`src/dted_pkg.sv`:
```
`timescale 1ns / 1ps

package dted_pkg;

  // Sample and threshold format
  localparam int SAMPLE_W = 16;

  // Debounce length limits and counter widths
  localparam int MAX_DEBOUNCE = 256;
  localparam int RUN_W        = $clog2(MAX_DEBOUNCE + 1);
  localparam int COUNT_W      = 32;
  localparam int CELL_W       = 8;
  localparam int CELL_COUNT   = COUNT_W / CELL_W;

  // Configuration port
  localparam int CFG_IDX_W  = 2;
  localparam int CFG_DATA_W = 16;
  localparam int MASK_W     = 2;

  // Output packing: rise, fall, index, stable, rising total, falling total
  localparam int OUT_BITS   = 3 + 3 * COUNT_W;
  localparam int OUT_DATA_W = ((OUT_BITS + 7) / 8) * 8;

  // Counter lanes inside each cell
  localparam int LANE_COUNT = 3;
  localparam int LANE_INDEX = 0;
  localparam int LANE_RISE  = 1;
  localparam int LANE_FALL  = 2;

  typedef enum logic [CFG_IDX_W-1:0] {
    REG_THRESHOLD  = 2'd0,
    REG_DEBOUNCE   = 2'd1,
    REG_EDGE_MASK  = 2'd2
  } reg_index_t;

  // Link between the front stage and the counter cells, and between cells
  typedef struct packed {
    logic                                 valid;
    logic [LANE_COUNT-1:0]                carry;
    logic [LANE_COUNT-1:0][COUNT_W-1:0]   word;
    logic                                 rise;
    logic                                 fall;
    logic                                 stable;
  } link_t;

endpackage

```
`src/dted_front.sv`:
```
`timescale 1ns / 1ps

module dted_front (
  input  logic                                  clk,
  input  logic                                  rst,
  input  logic                                  cfg_we,
  input  logic [dted_pkg::CFG_IDX_W-1:0]        cfg_index,
  input  logic [dted_pkg::CFG_DATA_W-1:0]       cfg_data,
  input  logic                                  in_valid,
  input  logic signed [dted_pkg::SAMPLE_W-1:0]  sample,
  input  logic                                  advance,
  output dted_pkg::link_t                       link_out
);

  logic signed [dted_pkg::SAMPLE_W-1:0] threshold;
  logic [dted_pkg::RUN_W-1:0]           debounce_count;
  logic [dted_pkg::MASK_W-1:0]          edge_mask;

  logic                                 run_level;
  logic [dted_pkg::RUN_W-1:0]           run_length;
  logic                                 settled_level;

  logic                                 run_level_next;
  logic [dted_pkg::RUN_W-1:0]           run_length_next;
  logic                                 settled_level_next;
  logic [dted_pkg::RUN_W-1:0]           eff_len;
  logic                                 level;
  logic                                 rise_edge;
  logic                                 fall_edge;
  logic                                 accept;
  dted_pkg::link_t                      link_next;

  assign accept = in_valid && advance;

  // Clamp the debounce length into 1..MAX_DEBOUNCE
  always_comb begin
    if (debounce_count == '0) begin
      eff_len = dted_pkg::RUN_W'(1);
    end else if (debounce_count > dted_pkg::RUN_W'(dted_pkg::MAX_DEBOUNCE)) begin
      eff_len = dted_pkg::RUN_W'(dted_pkg::MAX_DEBOUNCE);
    end else begin
      eff_len = debounce_count;
    end
  end

  // Level, run tracking and settled level update for one sample
  always_comb begin
    level              = (sample >= threshold);
    run_level_next     = run_level;
    run_length_next    = run_length;
    settled_level_next = settled_level;
    rise_edge          = 1'b0;
    fall_edge          = 1'b0;
    if (run_length == '0 || level != run_level) begin
      run_level_next  = level;
      run_length_next = dted_pkg::RUN_W'(1);
    end else if (run_length < eff_len) begin
      run_length_next = run_length + dted_pkg::RUN_W'(1);
    end
    if (run_length_next > eff_len) begin
      run_length_next = eff_len;
    end
    if (run_length_next >= eff_len) begin
      if (run_level_next && !settled_level) begin
        settled_level_next = 1'b1;
        rise_edge          = 1'b1;
      end else if (!run_level_next && settled_level) begin
        settled_level_next = 1'b0;
        fall_edge          = 1'b1;
      end
    end
  end

  // Build the request handed to the first counter cell
  always_comb begin
    link_next                              = '0;
    link_next.valid                        = accept;
    link_next.carry[dted_pkg::LANE_INDEX]  = accept;
    link_next.carry[dted_pkg::LANE_RISE]   = accept && rise_edge;
    link_next.carry[dted_pkg::LANE_FALL]   = accept && fall_edge;
    link_next.rise                         = rise_edge && edge_mask[0];
    link_next.fall                         = fall_edge && edge_mask[1];
    link_next.stable                       = settled_level_next;
  end

  // Configuration registers and debounce state
  always_ff @(posedge clk) begin
    if (rst) begin
      threshold      <= '0;
      debounce_count <= dted_pkg::RUN_W'(1);
      edge_mask      <= '1;
      run_level      <= 1'b0;
      run_length     <= '0;
      settled_level  <= 1'b0;
    end else begin
      if (cfg_we) begin
        case (cfg_index)
          dted_pkg::REG_THRESHOLD: begin
            threshold <= cfg_data[dted_pkg::SAMPLE_W-1:0];
          end
          dted_pkg::REG_DEBOUNCE: begin
            debounce_count <= cfg_data[dted_pkg::RUN_W-1:0];
          end
          dted_pkg::REG_EDGE_MASK: begin
            edge_mask <= cfg_data[dted_pkg::MASK_W-1:0];
          end
          default: begin
          end
        endcase
      end
      if (cfg_we && cfg_index == dted_pkg::REG_DEBOUNCE) begin
        run_length <= '0;
      end else if (accept) begin
        run_length <= run_length_next;
      end
      if (accept) begin
        run_level     <= run_level_next;
        settled_level <= settled_level_next;
      end
    end
  end

  // Output register toward the cell chain
  always_ff @(posedge clk) begin
    if (rst) begin
      link_out <= '0;
    end else if (advance) begin
      link_out <= link_next;
    end
  end

endmodule

```
`src/dted_cell.sv`:
```
`timescale 1ns / 1ps

module dted_cell (
  input  logic            clk,
  input  logic            rst,
  input  logic            advance,
  input  dted_pkg::link_t link_in,
  output dted_pkg::link_t link_out
);

  logic [dted_pkg::LANE_COUNT-1:0][dted_pkg::CELL_W-1:0] slice;
  logic [dted_pkg::LANE_COUNT-1:0][dted_pkg::CELL_W-1:0] slice_next;
  dted_pkg::link_t                                       link_next;

  // Add the incoming carry to this cell's byte of each counter and
  // shift the byte into the top of the word that travels on
  always_comb begin
    link_next        = link_in;
    link_next.valid  = link_in.valid;
    for (int i = 0; i < dted_pkg::LANE_COUNT; i++) begin
      slice_next[i] = slice[i] + dted_pkg::CELL_W'(link_in.carry[i]);
      link_next.carry[i] = link_in.carry[i] && (slice[i] == '1);
      link_next.word[i]  = {slice_next[i],
                            link_in.word[i][dted_pkg::COUNT_W-1:dted_pkg::CELL_W]};
    end
  end

  // Hold the counter bytes; the index lane starts at all ones so that the
  // first sample reads index zero
  always_ff @(posedge clk) begin
    if (rst) begin
      for (int i = 0; i < dted_pkg::LANE_COUNT; i++) begin
        slice[i] <= (i == dted_pkg::LANE_INDEX) ? '1 : '0;
      end
      link_out <= '0;
    end else if (advance) begin
      slice    <= slice_next;
      link_out <= link_next;
    end
  end

endmodule

```
`src/debounced_threshold_edge_detector.sv`:
```
`timescale 1ns / 1ps
// A sample accepted by the front stage is registered there, then passes
// through each of the four counter cells in turn, each registering it, before
// it shows on the master side.
// Throughput: one sample per cycle; the whole chain stalls together while a result waits.
// Reset (rst, synchronous): registers return to threshold 0, debounce 1, mask 3,
// and all runs, levels and edge totals clear; the sample index restarts at zero.

module debounced_threshold_edge_detector (
  input  logic                                  clk,
  input  logic                                  rst,
  // Configuration write port
  input  logic                                  cfg_we,
  input  logic [dted_pkg::CFG_IDX_W-1:0]        cfg_index,
  input  logic [dted_pkg::CFG_DATA_W-1:0]       cfg_data,
  // Sample stream
  input  logic                                  s_tvalid,
  output logic                                  s_tready,
  input  logic [dted_pkg::SAMPLE_W-1:0]         s_tdata,   // [15:0] sample
  // Result stream
  output logic                                  m_tvalid,
  input  logic                                  m_tready,
  // [0] rising_event, [1] falling_event, [33:2] event_index, [34] stable_level,
  // [66:35] rising_total, [98:67] falling_total, rest zero
  output logic [dted_pkg::OUT_DATA_W-1:0]       m_tdata
);

  dted_pkg::link_t link [dted_pkg::CELL_COUNT+1];
  logic            advance;

  // Advance the whole chain unless the last result is waiting
  assign advance  = !link[dted_pkg::CELL_COUNT].valid || m_tready;
  assign s_tready = advance;

  dted_front u_front (
    .clk       (clk),
    .rst       (rst),
    .cfg_we    (cfg_we),
    .cfg_index (cfg_index),
    .cfg_data  (cfg_data),
    .in_valid  (s_tvalid),
    .sample    (s_tdata),
    .advance   (advance),
    .link_out  (link[0])
  );

  // Row of counter cells, one byte of every counter each
  for (genvar k = 0; k < dted_pkg::CELL_COUNT; k++) begin : g_cell
    dted_cell u_cell (
      .clk      (clk),
      .rst      (rst),
      .advance  (advance),
      .link_in  (link[k]),
      .link_out (link[k+1])
    );
  end

  // Pack the result
  assign m_tvalid = link[dted_pkg::CELL_COUNT].valid;
  assign m_tdata  = {
    (dted_pkg::OUT_DATA_W - dted_pkg::OUT_BITS)'(0),
    link[dted_pkg::CELL_COUNT].word[dted_pkg::LANE_FALL],
    link[dted_pkg::CELL_COUNT].word[dted_pkg::LANE_RISE],
    link[dted_pkg::CELL_COUNT].stable,
    link[dted_pkg::CELL_COUNT].word[dted_pkg::LANE_INDEX],
    link[dted_pkg::CELL_COUNT].fall,
    link[dted_pkg::CELL_COUNT].rise
  };

  // A result never flags both edges
  assert property (@(posedge clk) disable iff (rst)
    m_tvalid |-> !(m_tdata[0] && m_tdata[1]))
    else $error("rising and falling event on the same sample");

  // A rising event leaves the stable level high
  assert property (@(posedge clk) disable iff (rst)
    (m_tvalid && m_tdata[0]) |-> m_tdata[34])
    else $error("rising event with stable level low");

  // A falling event leaves the stable level low
  assert property (@(posedge clk) disable iff (rst)
    (m_tvalid && m_tdata[1]) |-> !m_tdata[34])
    else $error("falling event with stable level high");

  // A stalled chain takes no new sample
  assert property (@(posedge clk) disable iff (rst)
    (m_tvalid && !m_tready) |-> !s_tready)
    else $error("sample taken while result stalled");

endmodule

```
`config.mk`:
```
export PLATFORM = sky130hd
export DESIGN_NAME = debounced_threshold_edge_detector
export DESIGN_NICKNAME = d
export VERILOG_FILES = /design/src/dted_pkg.sv /design/src/dted_front.sv /design/src/dted_cell.sv /design/src/debounced_threshold_edge_detector.sv
export SDC_FILE = /design/constraint.sdc
export NUM_CORES = 1
export LEC_CHECK = 0
export BUFFER_PORTS_ARGS = -buffer_cell sky130_fd_sc_hd__clkbuf_2
export CAP_MARGIN = 20
export CORE_ASPECT_RATIO = 1.2
export CORE_MARGIN = 2
export CORE_UTILIZATION = 45
export DETAILED_ROUTE_END_ITERATION = 8
export SLEW_MARGIN = 20
export SYNTH_ARGS = -nofsm -noshare
export SYNTH_HDL_FRONTEND = slang
export SYNTH_HIERARCHICAL = 1
export SYNTH_SLANG_ARGS = --single-unit
export TNS_END_PERCENT = 1
```
`constraint.sdc`:
```
create_clock -name clk -period 8.2 [get_ports clk]
set_input_delay 1.64 -clock clk [delete_from_list [all_inputs] [get_ports clk]]
set_output_delay 1.64 -clock clk [all_outputs]
set_load 0.03 [all_outputs]
```
Yosys cells after proc, flatten, opt, wreduce, memory -nomap -nowiden
Cells that the tools add are included.
{ "totals": {"regBits": 390, "latch_bits": 0, "ram_bits": 0, "romBits": 0, "out_inout_bits": 106, "elab_cells": 125, "memories": 0} }
{ "classes": {"n_addsub": 13, "n_mul": 0, "n_div": 0, "n_lt_le_gt_ge": 5, "eq_ne": 12, "shifts": 0, "n_mux": 14, "bitwise_logic": 0, "reduce_logical": 29} }
{ "op_table": {"columns": ["op", "n"], "rows": [
  ["8-bit by 1-bit adder with 8-bit output", 12],
  ["8-bit == test (second input constant)", 9],
  ["9-bit two-way mux", 5],
  ["9-bit zero test", 2],
  ["1-bit logical AND", 17],
  ["16-bit >= comparator", 1],
  ["9-bit by 1-bit adder with 9-bit output (second input constant)", 1],
  ["9-bit >= comparator", 1],
  ["9-bit greater-than comparator", 1],
  ["9-bit greater-than comparator (second input constant)", 1],
  ["9-bit < comparator", 1],
  ["1-bit two-way mux", 9],
  ["2-bit AND reduction", 3],
  ["1-bit zero test", 3],
  ["2-bit by 1-bit == test with 1-bit output (second input constant)", 1],
  ["2-bit == test (second input constant)", 1],
  ["2-bit zero test", 1],
  ["1-bit logical OR", 2],
  ["2-bit OR reduction", 1],
  ["1-bit inequality test", 1]
]} }

Depth between registers and ports, before layout
Gate-level depths: netlist of the first run.
{ "logic_depth": {"word_depth": 11, "ltp_mapped": 26, "depth_no_buf": 26} }

Cells and area by module
The synthesis of the first run kept the hierarchy.
{ "by_module_without_submodules": {"columns": ["module", "instances", "cells_per_inst", "area_per_inst_um2", "seq_area_each_um2"], "rows": [
  ["dted_cell", 4, 435, 4395.5, 2222.1],
  ["dted_front", 1, 520, 4012.6, 880.8],
  ["debounced_threshold_edge_detector", 1, 7, 47.5, 0.0]
]} }

Least setup slack after synthesis of the first run
Ideal clock, no wire load.
{ "synth_timing": {"path_kind": "input-to-reg", "start": "in s_tdata[15] (netlist name)", "end": "reg u_front/link_out[2] (netlist name)", "setup_ns": 0.092, "arrival_ns": 6.501, "required_ns": 8.108, "path_slack_ns": 1.607, "path_stages": 24, "path_buffers": 0, "path_cell_list": "ha_1 -> nand4_2 -> nor3_1 -> nor3_1 -> or2_2 -> a21oi_2 -> xnor2_1 -> nor3_1 -> ha_1 -> nor2b_1 -> o21bai_1 -> a31oi_1 -> or4_1 -> a211oi_4 -> nand2_1 -> o21ai_0 -> ha_1 -> nand2b_1 -> a21oi_1 -> nor2b_1 -> o21ai_0 -> a211oi_1 -> or4b_1 -> o32ai_1"} }
{ "synth_between": {"elab_chain_len": 9} }
{ "synth_rtl": {"columns": ["element", "line_no", "text"], "rows": [
  ["start: declaration", "debounced_threshold_edge_detector.sv:19", "input logic [dted_pkg::SAMPLE_W-1:0] s_tdata,"],
  ["16-bit >= comparator (*)", "dted_front.sv:48", "level = (sample >= threshold);"],
  ["1-bit inequality test", "dted_front.sv:54", "if (run_length == '0 || level != run_level) begin"],
  ["1-bit logical OR", "dted_front.sv:54", null],
  ["9-bit two-way mux", "dted_front.sv:54", null],
  ["9-bit greater-than comparator", "dted_front.sv:60", "if (run_length_next > eff_len) begin"],
  ["9-bit two-way mux", "dted_front.sv:60", null],
  ["9-bit >= comparator", "dted_front.sv:63", "if (run_length_next >= eff_len) begin"],
  ["1-bit two-way mux (*)", "dted_front.sv:63", null],
  ["1-bit logical AND (*)", "dted_front.sv:81", "link_next.rise = rise_edge && edge_mask[0];"],
  ["end signal: assignment", "dted_front.sv:128", "link_out <= link_next;"],
  ["end: declaration", "dted_front.sv:12", "output dted_pkg::link_t link_out"]
]} }
Mark *: on every way between the ends. The rest lies on a longest branch, timed or not.
A chain may end at the register's enable or synchronous reset.

Worst setup path in the final report of the first run
Same ends and word-level chain as after synthesis.

==> summary.txt, run 1 <==
======================================================================================
Highest cell delay on the worst timing path .............................      0.61 ns
Fraction of layout instances using a drive strength above 1 .............        0.145
Filler Cell Count .......................................................        3,331
Worst Hold Class ........................................................ flop to flop
# diodes ................................................................            0
1st-iter DRT viols ......................................................          620
Clock H-tree levels .....................................................            2
Share of power burned in registers ......................................        0.484
Internal power component ................................................    0.00275 W
Lkg Pwr .................................................................      8.19 nW
Clock tree buffer depth .................................................            3
Switching Fraction ......................................................        0.246
Slew at the pin closest to its max-slew limit ...........................     0.921 ns
Util after Layout .......................................................        0.493
Area of all placed cells without fillers ................................ 17,200 sq um
Effective utilization at floorplan ......................................        0.454
Wirelength per Cell .....................................................      14.0 um
Flip-flop and latch area ................................................   6830 sq um
Overall Global Routing Usage ............................................        0.165
Number of slew-limit violations in the final report .....................            0
RSZ-0062 raised after global routing ....................................        false
Number of antenna violations at the first check in global routing .......            0
Die ar. ................................................................. 36,700 sq um
CP Class ................................................................ input port to flop
Worst clock skew on the final layout ....................................    0.0122 ns
Setup crit end kind .....................................................         flop
Number of top-level pins ................................................          145
Source-to-sink clock delay at the later pin of the worst-skew pair ......      0.51 ns
Worst EP required .......................................................      8.62 ns
Number of buffers added to fix hold violations after cts ................            0
Max-Slew Margin vs Limit ................................................        0.386
CTS sink cnt ............................................................          341
TritonRoute pass-1 iters ................................................            4
Clock buffers created by TritonCTS ......................................           36
Maximum number of pins on one net before global-route repair ............          147
Run status .............................................................. finished, final reports clean
Detailed-route DRC error count ..........................................            0
Vias per Instance .......................................................         5.18
Clock Pin Slew Worst Setup and Hold Paths ...............................      0.06 ns
Relative area change from synthesis to final layout .....................        8.49%
Most common cell type on the critical path ..............................         ha_1
Net switching power of the design .......................................   0.000895 W
Number of warnings issued by yosys ......................................            6
Area of the mapped netlist .............................................. 15,800 sq um
Combinational cell fraction of total power ..............................        0.104
Multi-input gate area in the final layout ...............................   7790 sq um
Average cell area after synthesis .......................................   9.28 sq um
Sum of negative setup slack .............................................         0 ns
Library cell used as clock root buffer ..................................    clkbuf_16
Via count of the first global-routing pass ..............................       10,500
Power density over cell area ............................................  212 nW/um^2
Sum of internal, switching and leakage power ............................    0.00364 W
Final Routed Wirelength .................................................    30,700 um
Data arrival time at the worst-slack endpoint ...........................      7.40 ns
Critical path's top delay family ........................................ simple AND/OR/NAND/NOR gates
Core outline area ....................................................... 34,800 sq um
Placed cell area ........................................................ 16,100 sq um
Die Y ...................................................................       209 um
Count of placed standard cells in the final layout, fillers left out ....        2,194
Die width ...............................................................       175 um
Hold Fails Final Rpt ....................................................            0
Routed via count ........................................................       11,400
Buffer count from post-CTS setup fixing .................................            0
Clock tree from TritonCTS ...............................................         done
Highest fanout seen on the critical path ................................            8
Max-Cap Viols ...........................................................            0
Sort of element at the start of the critical path .......................   input port
Minimum period implied by the final worst setup slack ...................      6.98 ns
Total setup violations reported at the end of the flow ..................            0
Count of buffers from port buffering ....................................          139
Final Wtd Congestion ....................................................        0.847
Worst VDD drop ..........................................................     0.192 mV
Final period utilization ................................................        0.852
Cells after synthesis ...................................................        1,705
Final net count .........................................................        1,821
Number of buffers and inverters on the critical path ....................            3
Highest Clock Rate ......................................................    0.143 GHz
Clock power frac ........................................................        0.412
Total congestion overflow after global routing ..........................            0
Number of nets still failing antenna checks after routing ...............            0
Detailed-placement wirelength estimate ..................................    21,000 um
Post-CTS resize count ...................................................            0
Global-route wire length before repair ..................................    51,300 um
Std cell rows ...........................................................           75
Post-Place Cells ........................................................        2,138
Library cell contributing the largest single delay on the critical path .       nor3_1
======================================================================================
-- sequential cells by signal, summed over array words and instances, names as in the netlist --
name and cells:
g_cell.u_cell/link_out 265, g_cell.u_cell/slice 32, u_front/debounce_count 9, u_front/edge_mask 2, u_front/link_out 6, u_front/run_length 9
u_front/run_level 1, u_front/settled_level 1, u_front/threshold 16
-- per-layer routing --
layer | vias to the layer above | share of wire | GRT usage | wire length (um)
met1 | 5273 | 0.48 | 0.223 | 14800
met5 | - | 0 | 0 | 0
li1 | 5880 | - | - | -
met4 | 0 | 0.019 | 0.0448 | 579
met2 | 182 | 0.46 | 0.271 | 14100
met3 | 34 | 0.040 | 0.0290 | 1220
-- tightest hold or removal path, stage by stage, from the launching register on --
cell     delay (ns)
dfxtp_1        0.31
nand2_1        0.05
a21oi_1        0.05
-- area by class of cell --
type	instances	area share
timing repair buffer	150	0.0467
inverter	29	0.00634
sequential	341	0.398
multi-input combinational	1156	0.454
tap	462	0.0337
clock inverter	3	0.00248
clock buffer	53	0.0592
-- worst paths after layout --
kind	from	to	slack [ns]	cells after the start
max	s_tdata[15]	u_front/link_out[2]$_SDFFE_PP0P_	1.22	25
max reg2reg	u_front/debounce_count[8]$_SDFFE_PP0P_	u_front/link_out[2]$_SDFFE_PP0P_	1.26	27
min	u_front/threshold[1]$_SDFFE_PP0P_	u_front/threshold[1]$_SDFFE_PP0P_	0.45	2
min reg2reg	u_front/threshold[1]$_SDFFE_PP0P_	u_front/threshold[1]$_SDFFE_PP0P_	0.45	2
-- placed cells by master (no fill, tap or decap), types with 9 or more instances in the layout --
cell / instances
clkbuf_16: 37
a21o_1: 10
ha_1: 68
a211oi_1: 14
a21oi_1: 75
buf_4: 10
clkbuf_1: 13
nand2b_1: 24
nor2b_1: 14
mux2i_1: 194
o21ai_0: 50
o21bai_1: 10
a211o_1: 9
inv_1: 28
nand3_1: 35
clkbuf_2: 138
nand2_1: 99
nor3_1: 14
xor2_1: 32
xnor2_1: 15
nand4_1: 49
nor2_1: 266
a31oi_1: 12
or3_1: 38
dfxtp_1: 341
-- through the flow --
| stage | hold slack, ns | worst slack (ns) |
|---|---|---|
| 4_1_cts | 0.455 | 1.17 |
| 3_3_place_gp | 0.444 | 0.749 |
| 5_1_grt | 0.473 | 0.697 |
| 6_report | 0.454 | 1.22 |
| 2_1_floorplan | 0.436 | 1.61 |
| 3_5_place_dp | 0.447 | 0.699 |
-- power groups by stage --
stage | registers, W | logic (W) | clock network, W
finish | 0.00176 | 0.000378 | 0.00150
global route | 0.00177 | 0.000424 | 0.00162
CTS | 0.00176 | 0.000383 | 0.00156
detailed placement | 0.00180 | 0.000381 | 0
global placement | 0.00180 | 0.000375 | 0
floorplan | 0.00180 | 0.000275 | 0
(Power assumes the default switching activity.)
==> run 2: changes to the inputs <==
--- a/config.mk
+++ b/config.mk
@@ -11,6 +11,7 @@
 export CORE_MARGIN = 2
 export CORE_UTILIZATION = 45
 export DETAILED_ROUTE_END_ITERATION = 8
+export REMOVE_ABC_BUFFERS = 1
 export SLEW_MARGIN = 20
 export SYNTH_ARGS = -nofsm -noshare
 export SYNTH_HDL_FRONTEND = slang
==> summary.txt, run 2 (synthesis results as in run 1) <==
===================================================================================
RR Endpoint .......................................................... u_front/link_out[2]$_SDFFE_PP0P_
Routed via count .....................................................       11,500   +1.2%
Number of antenna violations at the first check in global routing ....            0   unchanged
Die Y ................................................................       209 um   unchanged
Die width ............................................................       175 um   unchanged
Number of top-level pins .............................................          145   unchanged
Power density over cell area .........................................  215 nW/um^2   +1.5%
Worst reg-to-reg setup slack .........................................      1.44 ns   +0.18 ns
Start point of the critical path .....................................  s_tdata[15]
Sort of element at the start of the critical path ....................   input port
RSZ-0062 raised after global routing .................................        false
Hold Fails Final Rpt .................................................            0   unchanged
Area of all placed cells without fillers ............................. 17,300 sq um   +0.52%
Global-route wire length before repair ...............................    52,000 um   +1.3%
Register containing the most flip-flops in the final layout .......... g_cell.u_cell/link_out
Commonest non-fill, non-tap cells in the layout ...................... 341 x dfxtp_1, 266 x nor2_1, 194 x mux2i_1, 138 x clkbuf_2, 99 x nand2_1
CTS sink cnt .........................................................          341   unchanged
Post-Place Cells .....................................................        2,138   unchanged
Final Wtd Congestion .................................................        0.897   +5.9%
Lkg Pwr ..............................................................      8.25 nW   +0.66%
Maximum number of pins on one net before global-route repair .........          144   -2.0%
# diodes .............................................................            0   unchanged
Vias per Instance ....................................................         5.23   +0.89%
Cell depth of the worst hold path ....................................            2   unchanged
Final Routed Wirelength ..............................................    31,400 um   +2.2%
Max-Slew Margin vs Limit .............................................        0.295   -0.0909
Number of buffers added to fix hold violations after cts .............            0   unchanged
Placed cell area ..................................................... 16,100 sq um   about the same
Worst VDD drop .......................................................     0.131 mV   -32%
Effective utilization at floorplan ...................................        0.454   unchanged
Post-CTS resize count ................................................            0   unchanged
Sum of internal, switching and leakage power .........................    0.00371 W   +2.0%
Number of flip-flops in the largest register .........................          265   unchanged
Relative area change from synthesis to final layout ..................        9.06%
Total setup violations reported at the end of the flow ...............            0   unchanged
Leading cell type in the layout, fill and taps excluded ..............      dfxtp_1
Run status ........................................................... finished, final reports clean
Die ar. .............................................................. 36,700 sq um   unchanged
Sink of the worst hold path .......................................... u_front/threshold[11]$_SDFFE_PP0P_
Util after Layout ....................................................        0.496   +0.00259
Count of buffers from port buffering .................................          139   unchanged
Source of the worst register-to-register timing path ................. u_front/debounce_count[8]$_SDFFE_PP0P_
Wirelength per Cell ..................................................      14.3 um   +1.9%
Final net count ......................................................        1,822   +0.055%
Core outline area .................................................... 34,800 sq um   unchanged
Data arrival time at the worst-slack endpoint ........................      7.23 ns   -0.17 ns
Filler Cell Count ....................................................        3,252   -2.4%
Clock tree from TritonCTS ............................................         done
Clock tree buffer depth ..............................................            3   unchanged
Buffer count from post-CTS setup fixing ..............................            0   unchanged
Std cell rows ........................................................           75   unchanged
Total congestion overflow after global routing .......................            0   unchanged
Via count of the first global-routing pass ...........................       10,500   +0.80%
Worst Hold Class ..................................................... flop to flop
Number of slew-limit violations in the final report ..................            0   unchanged
Count of placed standard cells in the final layout, fillers left out .        2,200   +0.27%
Registers with the most flip-flops ................................... g_cell.u_cell/link_out x265, g_cell.u_cell/slice x32, u_front/threshold x16
Final period utilization .............................................        0.830   -0.0223
Clock H-tree levels ..................................................            2   unchanged
Sum of negative setup slack ..........................................         0 ns   unchanged
Slew at the pin closest to its max-slew limit ........................      1.06 ns   +0.136 ns
Max-Cap Viols ........................................................            0   unchanged
Worst EP required ....................................................      8.62 ns   about the same
Clock buffers created by TritonCTS ...................................           37   +2.8%
Source-to-sink clock delay at the later pin of the worst-skew pair ...      0.52 ns   about the same
Worst reg-to-reg path cell count .....................................           26   -3.7%
Number of nets still failing antenna checks after routing ............            0   unchanged
Minimum period implied by the final worst setup slack ................      6.80 ns   -0.183 ns
1st-iter DRT viols ...................................................          697   +12%
Worst clock skew on the final layout .................................    0.0103 ns   -0.00190 ns
Fraction of layout instances using a drive strength above 1 ..........        0.152   +0.00755
Detailed-route DRC error count .......................................            0   unchanged
Detailed-placement wirelength estimate ...............................    21,200 um   +1.3%
Highest Clock Rate ...................................................    0.147 GHz   +2.7%
CP Class ............................................................. input port to flop
TritonRoute pass-1 iters .............................................            5   +1
Clock Pin Slew Worst Setup and Hold Paths ............................      0.06 ns   about the same
Setup crit end kind ..................................................         flop
Launch point of the worst hold path .................................. u_front/threshold[11]$_SDFFE_PP0P_
Library cell used as clock root buffer ...............................    clkbuf_16
Highest fanout seen on the critical path .............................            8   unchanged
Overall Global Routing Usage .........................................        0.167   +0.00251
===================================================================================
==> run 2: worst max path at each step <==
| stage | to | cells past startpoint | slack, ns |
|---|---|---|---|
| after CTS | u_front/link_out[2]$_SDFFE_PP0P_ | 26 | 1.35 |
| final | u_front/link_out[2]$_SDFFE_PP0P_ | 26 | 1.40 |
| after global placement | u_front/link_out[2]$_SDFFE_PP0P_ | 26 | 0.72 |
| after global routing | u_front/link_out[2]$_SDFFE_PP0P_ | 26 | 0.78 |
| after detailed placement | u_front/link_out[2]$_SDFFE_PP0P_ | 26 | 0.84 |
| after floorplan | u_front/run_length[4]$_SDFFE_PP0P_ | 5 | -6.25 |
==> run 2: report_power, final <==
group | internal, W | total [W] | switching [W]
clock | 0.000912 | 0.00157 | 0.000658
sequential | 0.00172 | 0.00176 | 0.0000490
combinational | 0.000148 | 0.000380 | 0.000232
total | 0.00278 | 0.00371 | 0.000938
==> run 2: per-layer routing <==
layer  track usage  share of wire
met2         0.279           0.47
met3        0.0293          0.038
met1         0.219           0.46
met4        0.0560          0.026
met5             0              0
==> run 2: critical path, stage by stage <==
cell      delay, ns
clkbuf_2       0.08
ha_1           0.37
nand4_2        0.19
nor2_1         0.07
nor3_1         0.42
nand4_1        0.18
a21oi_2        0.30
xnor2_1        0.23
nor3_1         0.09
ha_1           0.29
nor2b_1        0.13
o21bai_1       0.12
a31oi_1        0.11
or4_1          0.56
a211oi_4       0.46
nand2_1        0.20
o21ai_0        0.21
ha_1           0.15
nand2b_1       0.09
a21oi_1        0.06
nor2b_1        0.09
o21ai_0        0.09
a211oi_1       0.30
buf_4          0.20
or4b_1         0.46
o32ai_1        0.13
==> run 2: area by class of cell <==
cell class	count	area, sq um	share of cell area
clock buffers	50	1070	0.0619
well taps	462	578	0.0335
clock inverters	12	76.3	0.00442
repair buffers	150	801	0.0464
inverters	29	109	0.00631
multi-input cells	1156	7790	0.452
flip-flops and latches	341	6830	0.396
==> run 2: metrics by stage <==
stage	hold WS (ns)	setup slack [ns]
floorplan	0.430	-6.25
global placement	0.444	0.719
detailed placement	0.447	0.836
CTS	0.455	1.35
global route	0.478	0.784
finish	0.454	1.40
